===== src/design/met_pkg.sv =====
`timescale 1ns / 1ps
// Shared types, constants and helpers for the Mandelbrot escape-time pixel block.
// Used by every module of the block; depends on nothing else.

package met_pkg;

  // Default geometry and arithmetic settings.
  localparam int WIDTH_DEF     = 320;
  localparam int HEIGHT_DEF    = 240;
  localparam int ITER_CAP_DEF  = 256;
  localparam int FRAC_BITS_DEF = 28;

  // Field widths.
  localparam int PIX_W     = 10;
  localparam int COORD_W   = 32;
  localparam int STEP_W    = 31;
  localparam int CHAN_W    = 8;
  localparam int ITER_W    = 9;
  localparam int CFG_IDX_W = 3;
  localparam int CFG_DAT_W = 32;

  // Setup multiplier operand and product widths (sized for FRAC_BITS up to 28).
  localparam int MUL_W  = 33;
  localparam int PROD_W = 2 * MUL_W;
  localparam int SUM_W  = PROD_W + 1;
  localparam int SAT_W  = PROD_W + 2;

  // Configuration register indexes.
  localparam logic [CFG_IDX_W-1:0] REG_CENTER_RE  = 3'd0;
  localparam logic [CFG_IDX_W-1:0] REG_CENTER_IM  = 3'd1;
  localparam logic [CFG_IDX_W-1:0] REG_PIXEL_STEP = 3'd2;
  localparam logic [CFG_IDX_W-1:0] REG_HUE_ROTATE = 3'd3;
  localparam logic [CFG_IDX_W-1:0] REG_INVERT_HUE = 3'd4;
  localparam logic [CFG_IDX_W-1:0] REG_COLOR_MODE = 3'd5;

  // Register values after reset.
  localparam logic signed [COORD_W-1:0] CENTER_RE_RST  = -32'sd161061274;
  localparam logic signed [COORD_W-1:0] CENTER_IM_RST  = 32'sd0;
  localparam logic [STEP_W-1:0]         PIXEL_STEP_RST = 31'd2097152;
  localparam logic                      HUE_ROTATE_RST = 1'b0;
  localparam logic                      INVERT_HUE_RST = 1'b0;
  localparam logic                      COLOR_MODE_RST = 1'b1;

  typedef struct packed {
    logic [PIX_W-1:0] column;
    logic [PIX_W-1:0] row;
  } in_item_t;

  typedef struct packed {
    logic [CHAN_W-1:0] red;
    logic [CHAN_W-1:0] green;
    logic [CHAN_W-1:0] blue;
    logic [ITER_W-1:0] iterations;
    logic              escaped;
  } out_item_t;

  typedef struct packed {
    logic done;
    logic in_set;
  } setup_stat_t;

  typedef struct packed {
    logic              done;
    logic              escaped;
    logic [ITER_W-1:0] count;
  } iter_stat_t;

  // Clamp a wide signed value into the signed 32-bit range.
  function automatic logic signed [COORD_W-1:0] sat32(input logic signed [SAT_W-1:0] v);
    logic signed [SAT_W-1:0] hi;
    logic signed [SAT_W-1:0] lo;
    hi = SAT_W'(32'sh7FFFFFFF);
    lo = SAT_W'(32'sh80000000);
    if (v > hi) begin
      return hi[COORD_W-1:0];
    end else if (v < lo) begin
      return lo[COORD_W-1:0];
    end else begin
      return v[COORD_W-1:0];
    end
  endfunction

endpackage


===== src/design/met_palette.sv =====
`timescale 1ns / 1ps
// Iteration count to RGB colour: fixed-point HSV wheel or grayscale ramp.
// Depends on met_pkg.

module met_palette import met_pkg::*; (
  input  logic [ITER_W-1:0] iterations,
  input  logic              escaped,
  input  logic              hue_rotate,
  input  logic              invert_hue,
  input  logic              color_mode,
  output logic [CHAN_W-1:0] red,
  output logic [CHAN_W-1:0] green,
  output logic [CHAN_W-1:0] blue
);

  localparam logic [2:0] SEC_RY = 3'd0;
  localparam logic [2:0] SEC_YG = 3'd1;
  localparam logic [2:0] SEC_GC = 3'd2;
  localparam logic [2:0] SEC_CB = 3'd3;
  localparam logic [2:0] SEC_BM = 3'd4;
  localparam logic [2:0] SEC_MR = 3'd5;

  localparam logic [CHAN_W-1:0] FULL = 8'd255;

  logic [CHAN_W-1:0] h;
  logic [9:0]        h4;
  logic [2:0]        corr;
  logic [18:0]       hue;
  logic [2:0]        sector;
  logic [16:0]       frac, hue_dev, level;
  logic [24:0]       scaled;
  logic [CHAN_W-1:0] xv;

  assign h  = invert_hue ? (FULL - iterations[CHAN_W-1:0]) : iterations[CHAN_W-1:0];
  assign h4 = {h, 2'b00};

  // 262144 / 255 = 1028 remainder 4, so the quotient is 1028*h plus floor(4h / 255).
  assign corr = 3'({2'b00, h4 >= 10'd255}) + 3'({2'b00, h4 >= 10'd510})
              + 3'({2'b00, h4 >= 10'd765}) + 3'({2'b00, h4 >= 10'd1020});

  // The hue never reaches 6.0, so no wrap is needed.
  assign hue = (19'(h) << 10) + (19'(h) << 2) + 19'(corr) + 19'd7
             + (hue_rotate ? 19'd65536 : 19'd0);

  assign sector  = hue[18:16];
  assign frac    = hue[16:0];
  assign hue_dev = frac[16] ? {1'b0, frac[15:0]} : (17'd65536 - frac);
  assign level   = 17'd65536 - hue_dev;
  assign scaled  = {level, 8'b0} - 25'(level);
  assign xv      = scaled[23:16];

  always_comb begin
    red   = '0;
    green = '0;
    blue  = '0;
    if (escaped) begin
      if (!color_mode) begin
        red   = FULL - h;
        green = FULL - h;
        blue  = FULL - h;
      end else begin
        case (sector)
          SEC_RY: begin
            red   = FULL;
            green = xv;
          end
          SEC_YG: begin
            red   = xv;
            green = FULL;
          end
          SEC_GC: begin
            green = FULL;
            blue  = xv;
          end
          SEC_CB: begin
            green = xv;
            blue  = FULL;
          end
          SEC_BM: begin
            red  = xv;
            blue = FULL;
          end
          SEC_MR: begin
            red  = FULL;
            blue = xv;
          end
          default: begin
            red  = FULL;
            blue = xv;
          end
        endcase
      end
    end
  end

endmodule

===== config.mk =====
export PLATFORM = sky130hd
export DESIGN_NAME = met_palette
export DESIGN_NICKNAME = d
export VERILOG_FILES = /design/src/design/met_pkg.sv /design/src/design/met_palette.sv
export SDC_FILE = /design/constraint.sdc
export NUM_CORES = 1
export LEC_CHECK = 0
export BUFFER_PORTS_ARGS = -buffer_cell sky130_fd_sc_hd__buf_2
export CAP_MARGIN = 20
export CORE_AREA = 2 2 104 76
export DETAILED_ROUTE_END_ITERATION = 8
export DIE_AREA = 0 0 106 78
export SLEW_MARGIN = 20
export SYNTH_ARGS = -nofsm -noshare
export SYNTH_HDL_FRONTEND = slang
export SYNTH_SLANG_ARGS = --single-unit
export TNS_END_PERCENT = 20

===== constraint.sdc =====
create_clock -name vclk -period 8.6
set_input_delay 0.86 -clock vclk [all_inputs]
set_output_delay 0.86 -clock vclk [all_outputs]
set_load 0.02 [all_outputs]

==> results_dict.tcl <==
set metrics [dict create \
    holdBufCountCts 0 \
    nClkBuffers 0 \
    slew_headroom_pct 40.2 \
    p_clk_share_pct 0 \
    via_per_inst 6.38 \
    seqPwrFrac_pct 0 \
    initial_core_util_pct 44.5 \
    min-delay-start "escaped" \
    p_switching_mw 0.347 \
    power.internal_mw 0.195 \
    remaining_drc_errors 0 \
    avgSynthCellArea_um2 6.86 \
    fin_crit_sh_pct 94.5 \
    hp-class "input pin to output port" \
    tightest_slew_ns 0.891 \
    synth-seq-area-share_pct 0 \
    seqCellArea_um2 0 \
    status "finished clean" \
    final_cell_mix "buf_2, nor2_1, xnor2_1, nand2_1, o21ai_0" \
    multi_input_area_mm2 0.00299 \
    start_kind "input pin" \
    crit_type "input pin to output port" \
    num_antenna_cells 0 \
    timing.fmax_mhz 123 \
    post_cts_buffers 0 \
    end_kind "output port" \
    p_per_area_mw_per_mm2 156 \
    period_minus_slack_ns 8.13 \
    antenna_found_initial 0 \
    final_area_mm2 0.00348 \
    rsz0062_at_grt "false" \
    syn_inst 466 \
    boundaryPins 37 \
    hold_violations 0 \
    die_w_um 106 \
    slew_viol_final 0 \
    required_ns 7.74 \
    wire_per_inst_um 17.3 \
    max-cap-violations 0 \
    finalPower_mw 0.541 \
    cp_data_arrival_time_ns 7.27 \
    synthToLayoutAreaGrowth_pct 8.69 \
    core_area_mm2 0.00719 \
    grt_util_all_layers_pct 24.0 \
    p_comb_share_pct 100.0 \
    hpwl_mm 8.04 \
    ctsResizeCount 0 \
    vdd_drop_max_mv 0.0579 \
    postLayoutCoreUtil_pct 48.3 \
    synth_cell_types 83 \
    final_common_cell "buf_2" \
    grt_pass1_wl_mm 16.4 \
    ys_warn_count 0 \
    synth_nets 491 \
    portBuffers 36 \
    first_pass_iters 5 \
    cp_max_fo 8 \
    drt_iter0_drc 313 \
    p_sw_share_pct 64.1 \
    setup_viol 0 \
    seq_cells 0 \
    tns_ns 0 \
    fillCellCount 743 \
    dieArea_mm2 0.00827 \
    hold_end "green[2]" \
    syn-cell-area_mm2 0.00320 \
    die_height_um 78 \
    finalNetCount 513 \
    instances_no_fill 584 \
    dp_cells 584 \
    drtAntennaViolNets 0 \
    gp_congestion 0.887 \
    first_global_vias 3323 \
    hold_depth 3 \
    placed_cell_area_mm2 0.00346 \
    p_leak_nw 1.36 \
    grt_max_degree 23 \
    via_count 3725 \
    drive_gt1_share_pct 19.3 \
    drt_wl_total_mm 10.1 \
    grt_overflow_total 0 \
    rows 26 \
]
## synth_stat cells, types with 6 or more instances
master | instances | area share, %
a31oi_1 | 19 | 3.7
and3_1 | 12 | 2.3
o21ai_0 | 30 | 4.7
buf_2 | 10 | 1.6
ha_1 | 12 | 4.7
nor2_1 | 35 | 4.1
nand3_1 | 9 | 1.4
a211oi_1 | 10 | 2.3
o22ai_1 | 7 | 1.4
nand2_1 | 30 | 3.5
nand2b_1 | 11 | 2.2
a21oi_1 | 19 | 3.0
xnor2_1 | 31 | 8.5
a311oi_1 | 6 | 1.6
xor2_1 | 17 | 4.7
inv_1 | 16 | 1.9
clkbuf_1 | 11 | 1.3
nor4_1 | 16 | 3.1
and2_1 | 8 | 1.6
nor3_1 | 28 | 4.4
## logic make-up (layout without fill, tap and decap cells)
| kind of cell | count (synthesis) | in the layout | share of synthesized area, % |
|---|---|---|---|
| and+or+nand+nor | 194 | 194 | 34.9 |
| xor gates and xnor gates | 53 | 53 | 16.2 |
| adders and majority gates | 13 | 13 | 5.05 |
| muxes | 7 | 7 | 2.39 |
| AOI/OAI and AO/OA | 149 | 149 | 34.4 |
| buffers and inverters | 50 | 70 | 7.08 |
## how the worst max path moves through the flow
| stage | endpoint | slack, ns | depth (start not counted) | from |
|---|---|---|---|---|
| floorplan | red[5] | 0.70 | 26 | invert_hue |
| global route | green[4] | 0.04 | 28 | invert_hue |
| detailed placement | green[4] | 0.37 | 27 | invert_hue |
| finish | red[5] | 0.47 | 28 | invert_hue |
| global placement | green[4] | 0.50 | 27 | invert_hue |
| CTS | green[4] | 0.37 | 27 | invert_hue |
## critical path, cell delays in order
cell,delay (ns)
buf_2,0.13
xnor2_2,0.27
inv_1,0.16
ha_1,0.33
and3b_1,0.22
a22o_1,0.25
and3_1,0.18
a211oi_1,0.22
ha_1,0.27
nand2b_1,0.18
a21oi_1,0.10
and4b_1,0.32
and4_1,0.33
a31oi_1,0.16
mux2_2,0.32
nor4_4,0.37
xor2_1,0.26
inv_1,0.07
ha_1,0.30
nand2_1,0.05
or4_1,0.40
o211ai_1,0.21
a211oi_1,0.10
o211a_1,0.29
o21ai_1,0.18
xnor2_1,0.15
a311oi_1,0.33
buf_2,0.22
## stage by stage
step	setup slack [ns]	hold slack, ns
floorplan	0.695	1.91
global placement	0.497	2.22
detailed placement	0.369	2.23
CTS	0.369	2.23
global route	0.0367	2.27
finish	0.474	2.25
## final cells by class
cell class	count	share of cell area [%]
Multi-Input combinational cell	416	86.0
Inverter	19	2.05
Tap cell	98	3.53
Timing Repair Buffer	51	8.42
## power by group through the flow
stage	Clock, mW	Combinational [mW]	Sequential [mW]
5_1_grt	0	0.588	0
6_report	0	0.541	0
3_3_place_gp	0	0.519	0
3_5_place_dp	0	0.526	0
2_1_floorplan	0	0.410	0
4_1_cts	0	0.529	0
## per-layer routing
metal  global-route usage [%]  wire (um)
met1                     37.8       5110
met3                    0.420        744
met5                        0          0
met4                     1.97         24
met2                     37.5       4240
Power figures use the tool's default switching activity.
