===== src/design/met_pkg.sv =====
`timescale 1ns / 1ps
// Shared types, constants and helpers for the Mandelbrot escape-time pixel block.
// Used by every module of the block; depends on nothing else.

package met_pkg;

  // Default geometry and arithmetic settings.
  localparam int WIDTH_DEF     = 320;
  localparam int HEIGHT_DEF    = 240;
  localparam int ITER_CAP_DEF  = 256;
  localparam int FRAC_BITS_DEF = 28;

  // Field widths.
  localparam int PIX_W     = 10;
  localparam int COORD_W   = 32;
  localparam int STEP_W    = 31;
  localparam int CHAN_W    = 8;
  localparam int ITER_W    = 9;
  localparam int CFG_IDX_W = 3;
  localparam int CFG_DAT_W = 32;

  // Setup multiplier operand and product widths (sized for FRAC_BITS up to 28).
  localparam int MUL_W  = 33;
  localparam int PROD_W = 2 * MUL_W;
  localparam int SUM_W  = PROD_W + 1;
  localparam int SAT_W  = PROD_W + 2;

  // Configuration register indexes.
  localparam logic [CFG_IDX_W-1:0] REG_CENTER_RE  = 3'd0;
  localparam logic [CFG_IDX_W-1:0] REG_CENTER_IM  = 3'd1;
  localparam logic [CFG_IDX_W-1:0] REG_PIXEL_STEP = 3'd2;
  localparam logic [CFG_IDX_W-1:0] REG_HUE_ROTATE = 3'd3;
  localparam logic [CFG_IDX_W-1:0] REG_INVERT_HUE = 3'd4;
  localparam logic [CFG_IDX_W-1:0] REG_COLOR_MODE = 3'd5;

  // Register values after reset.
  localparam logic signed [COORD_W-1:0] CENTER_RE_RST  = -32'sd161061274;
  localparam logic signed [COORD_W-1:0] CENTER_IM_RST  = 32'sd0;
  localparam logic [STEP_W-1:0]         PIXEL_STEP_RST = 31'd2097152;
  localparam logic                      HUE_ROTATE_RST = 1'b0;
  localparam logic                      INVERT_HUE_RST = 1'b0;
  localparam logic                      COLOR_MODE_RST = 1'b1;

  typedef struct packed {
    logic [PIX_W-1:0] column;
    logic [PIX_W-1:0] row;
  } in_item_t;

  typedef struct packed {
    logic [CHAN_W-1:0] red;
    logic [CHAN_W-1:0] green;
    logic [CHAN_W-1:0] blue;
    logic [ITER_W-1:0] iterations;
    logic              escaped;
  } out_item_t;

  typedef struct packed {
    logic done;
    logic in_set;
  } setup_stat_t;

  typedef struct packed {
    logic              done;
    logic              escaped;
    logic [ITER_W-1:0] count;
  } iter_stat_t;

  // Clamp a wide signed value into the signed 32-bit range.
  function automatic logic signed [COORD_W-1:0] sat32(input logic signed [SAT_W-1:0] v);
    logic signed [SAT_W-1:0] hi;
    logic signed [SAT_W-1:0] lo;
    hi = SAT_W'(32'sh7FFFFFFF);
    lo = SAT_W'(32'sh80000000);
    if (v > hi) begin
      return hi[COORD_W-1:0];
    end else if (v < lo) begin
      return lo[COORD_W-1:0];
    end else begin
      return v[COORD_W-1:0];
    end
  endfunction

endpackage


===== src/design/met_setup.sv =====
`timescale 1ns / 1ps
// Pixel-to-plane mapping and cardioid / period-2 bulb test on one shared multiplier.
// Depends on met_pkg.

module met_setup import met_pkg::*; #(
  parameter int WIDTH     = WIDTH_DEF,
  parameter int HEIGHT    = HEIGHT_DEF,
  parameter int FRAC_BITS = FRAC_BITS_DEF
) (
  input  logic                      clk,
  input  logic                      rst_n,
  input  logic                      start,
  input  logic [PIX_W-1:0]          column,
  input  logic [PIX_W-1:0]          row,
  input  logic signed [COORD_W-1:0] center_re,
  input  logic signed [COORD_W-1:0] center_im,
  input  logic [STEP_W-1:0]         pixel_step,
  output logic signed [COORD_W-1:0] x,
  output logic signed [COORD_W-1:0] y,
  output setup_stat_t               stat
);

  typedef enum logic [8:0] {
    ST_IDLE = 9'b000000001,
    ST_COL  = 9'b000000010,
    ST_ROW  = 9'b000000100,
    ST_AA   = 9'b000001000,
    ST_YY   = 9'b000010000,
    ST_PP   = 9'b000100000,
    ST_QT   = 9'b001000000,
    ST_CQ   = 9'b010000000,
    ST_FIN  = 9'b100000000
  } setup_state_t;

  localparam logic signed [MUL_W-1:0]   ONE      = MUL_W'(1) <<< FRAC_BITS;
  localparam logic signed [MUL_W-1:0]   QUARTER  = MUL_W'(1) <<< (FRAC_BITS - 2);
  localparam logic signed [COORD_W:0]   TWO      = (COORD_W + 1)'(1) <<< (FRAC_BITS + 1);
  localparam logic signed [SUM_W-1:0]   BULB_LIM = SUM_W'(1) <<< (2 * FRAC_BITS - 4);
  localparam logic signed [PIX_W:0]     HALF_W   = (PIX_W + 1)'(WIDTH / 2);
  localparam logic signed [PIX_W:0]     HALF_H   = (PIX_W + 1)'(HEIGHT / 2);

  setup_state_t state_r, state_nxt;

  logic signed [COORD_W-1:0] x_r, y_r;
  logic signed [PROD_W-1:0]  prod_r, acc_r, yy_r;
  logic signed [MUL_W-1:0]   q_r, t_r;
  logic                      bulb_r;

  logic signed [MUL_W-1:0]   opa, opb;
  logic signed [PIX_W:0]     dcol, drow;
  logic signed [MUL_W-1:0]   a_val, p_val;
  logic signed [SUM_W-1:0]   qsum;
  logic signed [COORD_W:0]   xe, ye;
  logic                      in_range, cardioid;

  assign dcol  = $signed({1'b0, column}) - HALF_W;
  assign drow  = $signed({1'b0, row}) - HALF_H;
  assign a_val = MUL_W'(x_r) - QUARTER;
  assign p_val = MUL_W'(x_r) + ONE;
  assign qsum  = SUM_W'(acc_r) + SUM_W'(prod_r);
  assign xe    = (COORD_W + 1)'(x_r);
  assign ye    = (COORD_W + 1)'(y_r);

  assign in_range = (xe > -TWO) && (xe < TWO) && (ye > -TWO) && (ye < TWO);
  assign cardioid = prod_r < (yy_r >>> 2);

  always_comb begin
    state_nxt = state_r;
    opa       = '0;
    opb       = '0;
    case (state_r)
      ST_IDLE: begin
        if (start) begin
          state_nxt = ST_COL;
        end
      end
      ST_COL: begin
        opa       = MUL_W'(dcol);
        opb       = $signed({2'b00, pixel_step});
        state_nxt = ST_ROW;
      end
      ST_ROW: begin
        opa       = MUL_W'(drow);
        opb       = $signed({2'b00, pixel_step});
        state_nxt = ST_AA;
      end
      ST_AA: begin
        opa       = a_val;
        opb       = a_val;
        state_nxt = ST_YY;
      end
      ST_YY: begin
        opa       = MUL_W'(y_r);
        opb       = MUL_W'(y_r);
        state_nxt = ST_PP;
      end
      ST_PP: begin
        opa       = p_val;
        opb       = p_val;
        state_nxt = ST_QT;
      end
      ST_QT: begin
        state_nxt = ST_CQ;
      end
      ST_CQ: begin
        opa       = q_r;
        opb       = t_r;
        state_nxt = ST_FIN;
      end
      ST_FIN: begin
        state_nxt = ST_IDLE;
      end
      default: begin
        state_nxt = ST_IDLE;
      end
    endcase
  end

  always_ff @(posedge clk) begin
    if (!rst_n) begin
      state_r <= ST_IDLE;
    end else begin
      state_r <= state_nxt;
    end
  end

  always_ff @(posedge clk) begin
    prod_r <= opa * opb;
    case (state_r)
      ST_ROW: begin
        x_r <= sat32(SAT_W'(prod_r) + SAT_W'(center_re));
      end
      ST_AA: begin
        y_r <= sat32(SAT_W'(prod_r) + SAT_W'(center_im));
      end
      ST_YY: begin
        acc_r <= prod_r;
      end
      ST_PP: begin
        yy_r <= prod_r;
        q_r  <= MUL_W'(qsum >>> FRAC_BITS);
      end
      ST_QT: begin
        bulb_r <= (SUM_W'(prod_r) + SUM_W'(yy_r)) < BULB_LIM;
        t_r    <= q_r + a_val;
      end
      default: begin
      end
    endcase
  end

  assign x           = x_r;
  assign y           = y_r;
  assign stat.done   = (state_r == ST_FIN);
  assign stat.in_set = in_range && (cardioid || bulb_r);

endmodule


===== config.mk =====
export PLATFORM = sky130hd
export DESIGN_NAME = met_setup
export DESIGN_NICKNAME = d
export VERILOG_FILES = /design/src/design/met_pkg.sv /design/src/design/met_setup.sv
export SDC_FILE = /design/constraint.sdc
export NUM_CORES = 2
export LEC_CHECK = 0
export BUFFER_PORTS_ARGS = -buffer_cell sky130_fd_sc_hd__buf_2
export CAP_MARGIN = 5
export CORE_ASPECT_RATIO = 0.6
export CORE_UTILIZATION = 67
export DETAILED_ROUTE_END_ITERATION = 10
export PLACE_DENSITY = 0.85
export SYNTH_ARGS = -nofsm -noshare
export SYNTH_HDL_FRONTEND = slang
export SYNTH_SLANG_ARGS = --single-unit

===== constraint.sdc =====
create_clock -name clk -period 27.9 [get_ports clk]
set_clock_uncertainty 0.2 [all_clocks]
set_input_delay 5.58 -clock clk [delete_from_list [all_inputs] [get_ports clk]]
set_output_delay 5.58 -clock clk [all_outputs]
set_load 0.005 [all_outputs]

==> results.ini <==
[status]
status=finished, violations left
violations=max-capacitance violations

[yosys]
yosysSeqAreaShare_pct=14.2
yosys_register_bits=333
synth-main-ff-cell=edfxtp_1
syn_inst=7158
syn_area_um2=64900
yosys_warnings=0
yosys.area_share.simple_pct=13.5
synth_top_family_by_area=adder cells
ys_top_cells_by_area=fa_1 35%, edfxtp_1 12%, ha_1 11%
synthMuxAreaShare_pct=0.0790
async_reset_ff_share_pct=0
synth_top_area_share_pct=35.4
yosys.area.top_type=fa_1
synth_compound_area_share_pct=12.8
synth_edf_count=258
synth_cell_types=84
synth_fa_ha_area_share_pct=46.5
syn_avg_cell_area_um2=9.07
synth.net_count=9001
synth_xor_area_share_pct=3.43

[global_route]
antenna_found_initial=28
grt_usage_pct=46.5
grt_pass1_vias=55857
grt_max_degree=77
grt_overflow=0
grt_pass1_wl_mm=339

[floorplan]
core_um2=96000
start_util_pct=67.6
dieArea_um2=98200
num_rows=88
dieHeight_um=243
boundaryPins=184
dieWidth_um=404

[power_and_ir_drop]
powerDensity_nw_per_um2=17.8
leakage_nw=34.7
vdd_drop_max_mv=0.0554

[setup_path]
timing.rr.end=prod_r[65]
crit_fanout=46
crit_path_max_incr_delay_ns=0.93
startpoint_type=primary input
arrival_ns=16.37
timing.rr.start=state_r[2]
critPathMostFrequentCell=fa_1
crit_type=primary input to register
slowest_stage=nor3b_1
reg2regPathDepth=34
crit_required_ns=28.25
end_kind=register
r2r_setup_slack_ns=15.42

[timing]
slew_headroom_pct=0.806
report.final.slew_viol_count=0
final-setup-viol-count=0
min_period_ns=16.02
min_period_over_period_pct=57.4
fmax_ghz=0.0624
hold_violations=0
tns_ns=0
hold_slack_ns=0.353
rsz0062_at_grt=no
worst_pin_slew_ns=1.47

[clocking]
cts_resized=0
tritoncts=done
holdBufCountCts=0
numClockSinks=333
post_cts_buffers=0
clk_pin_slew_worst_paths_ns=0.07
clock_path_buffers=3
h-tree-depth=1
cts_buffers=31
cts_root_buffer=clkbuf_16
clock_latency_ns=0.63

[drt]
drt_iter0_markers=8159
drc=0
wl_per_cell_um=26.4
vias_per_cell=6.60
dr.pass1.iters=7
ant_nets=0
drt-total-wl_mm=226
routed-via-count=56505

[min_path]
holdCritPathClass=register to register
holdCritStartpoint=state_r[6]
hold_depth=2
whs_endpoint=state_r[7]

[finish]
nets=9044
syn2layout_area_growth_pct=5.96
fillCellCount=6933
drive_above_1_share_pct=6.12

[place]
port_buffers=183
dp_hpwl_mm=184
place_congestion=1.13

[job]
maxCapViolCount=1

-- critical path: cells and delay by family --
family	cells	cell delay, ns
AOI/OAI and AO/OA	12	3.64
xor gates and xnor gates	1	0.12
adders and majority gates	9	4.53
buffers and inverters	7	1.02
and+or+nand+nor	4	1.40
-- per-stage QoR --
stage / power (mW) / instances / instance area (um^2) / utilization, % / setup slack (ns)
6_report: 1.23 / 8557 / 68800 / 71.6 / 11.88
5_1_grt: 1.25 / 8547 / 68800 / 71.6 / 11.38
4_1_cts: 1.21 / 8530 / 68700 / 71.6 / 12.13
3_5_place_dp: 0.755 / 8472 / 67600 / 70.4 / 11.47
3_3_place_gp: 0.749 / 8472 / 67600 / 70.4 / 11.83
2_1_floorplan: 0.679 / 7158 / 64900 / - / 13.46
-- kinds of logic after synthesis --
| group | after synthesis |
|---|---|
| AO/OA/AOI/OAI | 1236 |
| XOR/XNOR | 254 |
| adder cells (fa/ha/maj) | 1725 |
| buffers and inverters | 1617 |
| flip-flops | 333 |
| multiplexers | 5 |
| AND/OR/NAND/NOR | 1988 |
-- layout by cell type (no fill, tap or decap), types with 36 or more instances in the layout --
cell      netlist  routed
a211o_1        45      45
a211oi_1       67      40
a21o_1        184     184
a21oi_1       300     298
a22o_1         36      36
buf_2           9     183
buf_4           0     110
dfxtp_1        75      75
edfxtp_1      258     258
fa_1         1148    1148
ha_1          577     577
inv_1        1334    1333
nand2_1       752     750
nand2b_1       52      52
nand3_1        73      73
nand4_1        81      81
nor2_1        716     716
nor2b_1        45      45
nor3_1         56      56
o211ai_1       36      36
o21ai_0       208     207
o21ai_1        35      36
o21bai_1       37      37
xnor2_1       144     144
xor2_1        110     110
-- how the worst max path moves through the flow --
stage	start	endpoint	slack [ns]	cells past startpoint
final	row[3]	prod_r[65]	11.88	33
after global routing	row[3]	prod_r[64]	11.38	31
after CTS	row[3]	prod_r[64]	12.13	31
after detailed placement	row[3]	prod_r[64]	11.47	31
after global placement	row[3]	prod_r[65]	11.83	33
after floorplan	row[4]	prod_r[62]	13.46	35
-- cell type report --
type | instances | area (um^2) | share of cell area [%]
multi-input combinational | 5208 | 50000 | 72.7
sequential | 333 | 9250 | 13.4
inverter | 1334 | 5010 | 7.28
timing repair buffer | 293 | 1740 | 2.53
tap | 1305 | 1630 | 2.37
clock buffer | 38 | 855 | 1.24
clock inverter | 20 | 220 | 0.320
antenna | 26 | 65.1 | 0.0946
-- power by group --
group          total, mW  internal (mW)  leakage (nW)  switching, mW
Clock              0.466          0.250         0.523          0.216
Sequential         0.541          0.534          2.95        0.00659
Combinational      0.219         0.0712          31.3          0.147
Total               1.23          0.855          34.7          0.370
-- per-layer routing --
layer	track usage, %	vias to the layer above	wire (um)
li1	-	23327	-
met4	16.4	40	11200
met5	8.28	-	1390
met2	59.5	4975	84700
met1	63.1	27252	81800
met3	27.8	911	47100
-- sequential cells by signal (all words and copies together) (netlist names) --
signal	flops
y	32
t_r	33
yy_r	66
prod_r	66
state_r	9
acc_r	61
bulb_r	1
q_r	33
x	32
-- synth_stat cells (13+ instances only) --
cell,n
ha_1,577
a211o_1,45
fa_1,1148
o21ai_1,35
nand3_1,73
a21oi_1,300
nor3_1,56
a31oi_1,35
a22o_1,36
o21bai_1,37
o21a_1,35
nand4_1,81
a221o_1,33
xnor2_1,144
o31ai_1,13
clkbuf_1,265
a21boi_0,23
nor2b_1,45
a221oi_1,37
a2111oi_0,13
and3_1,35
and4_1,15
or2_2,14
nor4_1,34
xor2_1,110
o21ai_0,208
a211oi_1,67
nor2_1,716
o211ai_1,36
inv_1,1334
or3_1,22
nand4b_1,15
edfxtp_1,258
nand2_1,752
dfxtp_1,75
nand2b_1,52
a21o_1,184
and2_1,30
No activity file was read; power rests on OpenSTA's default activity.
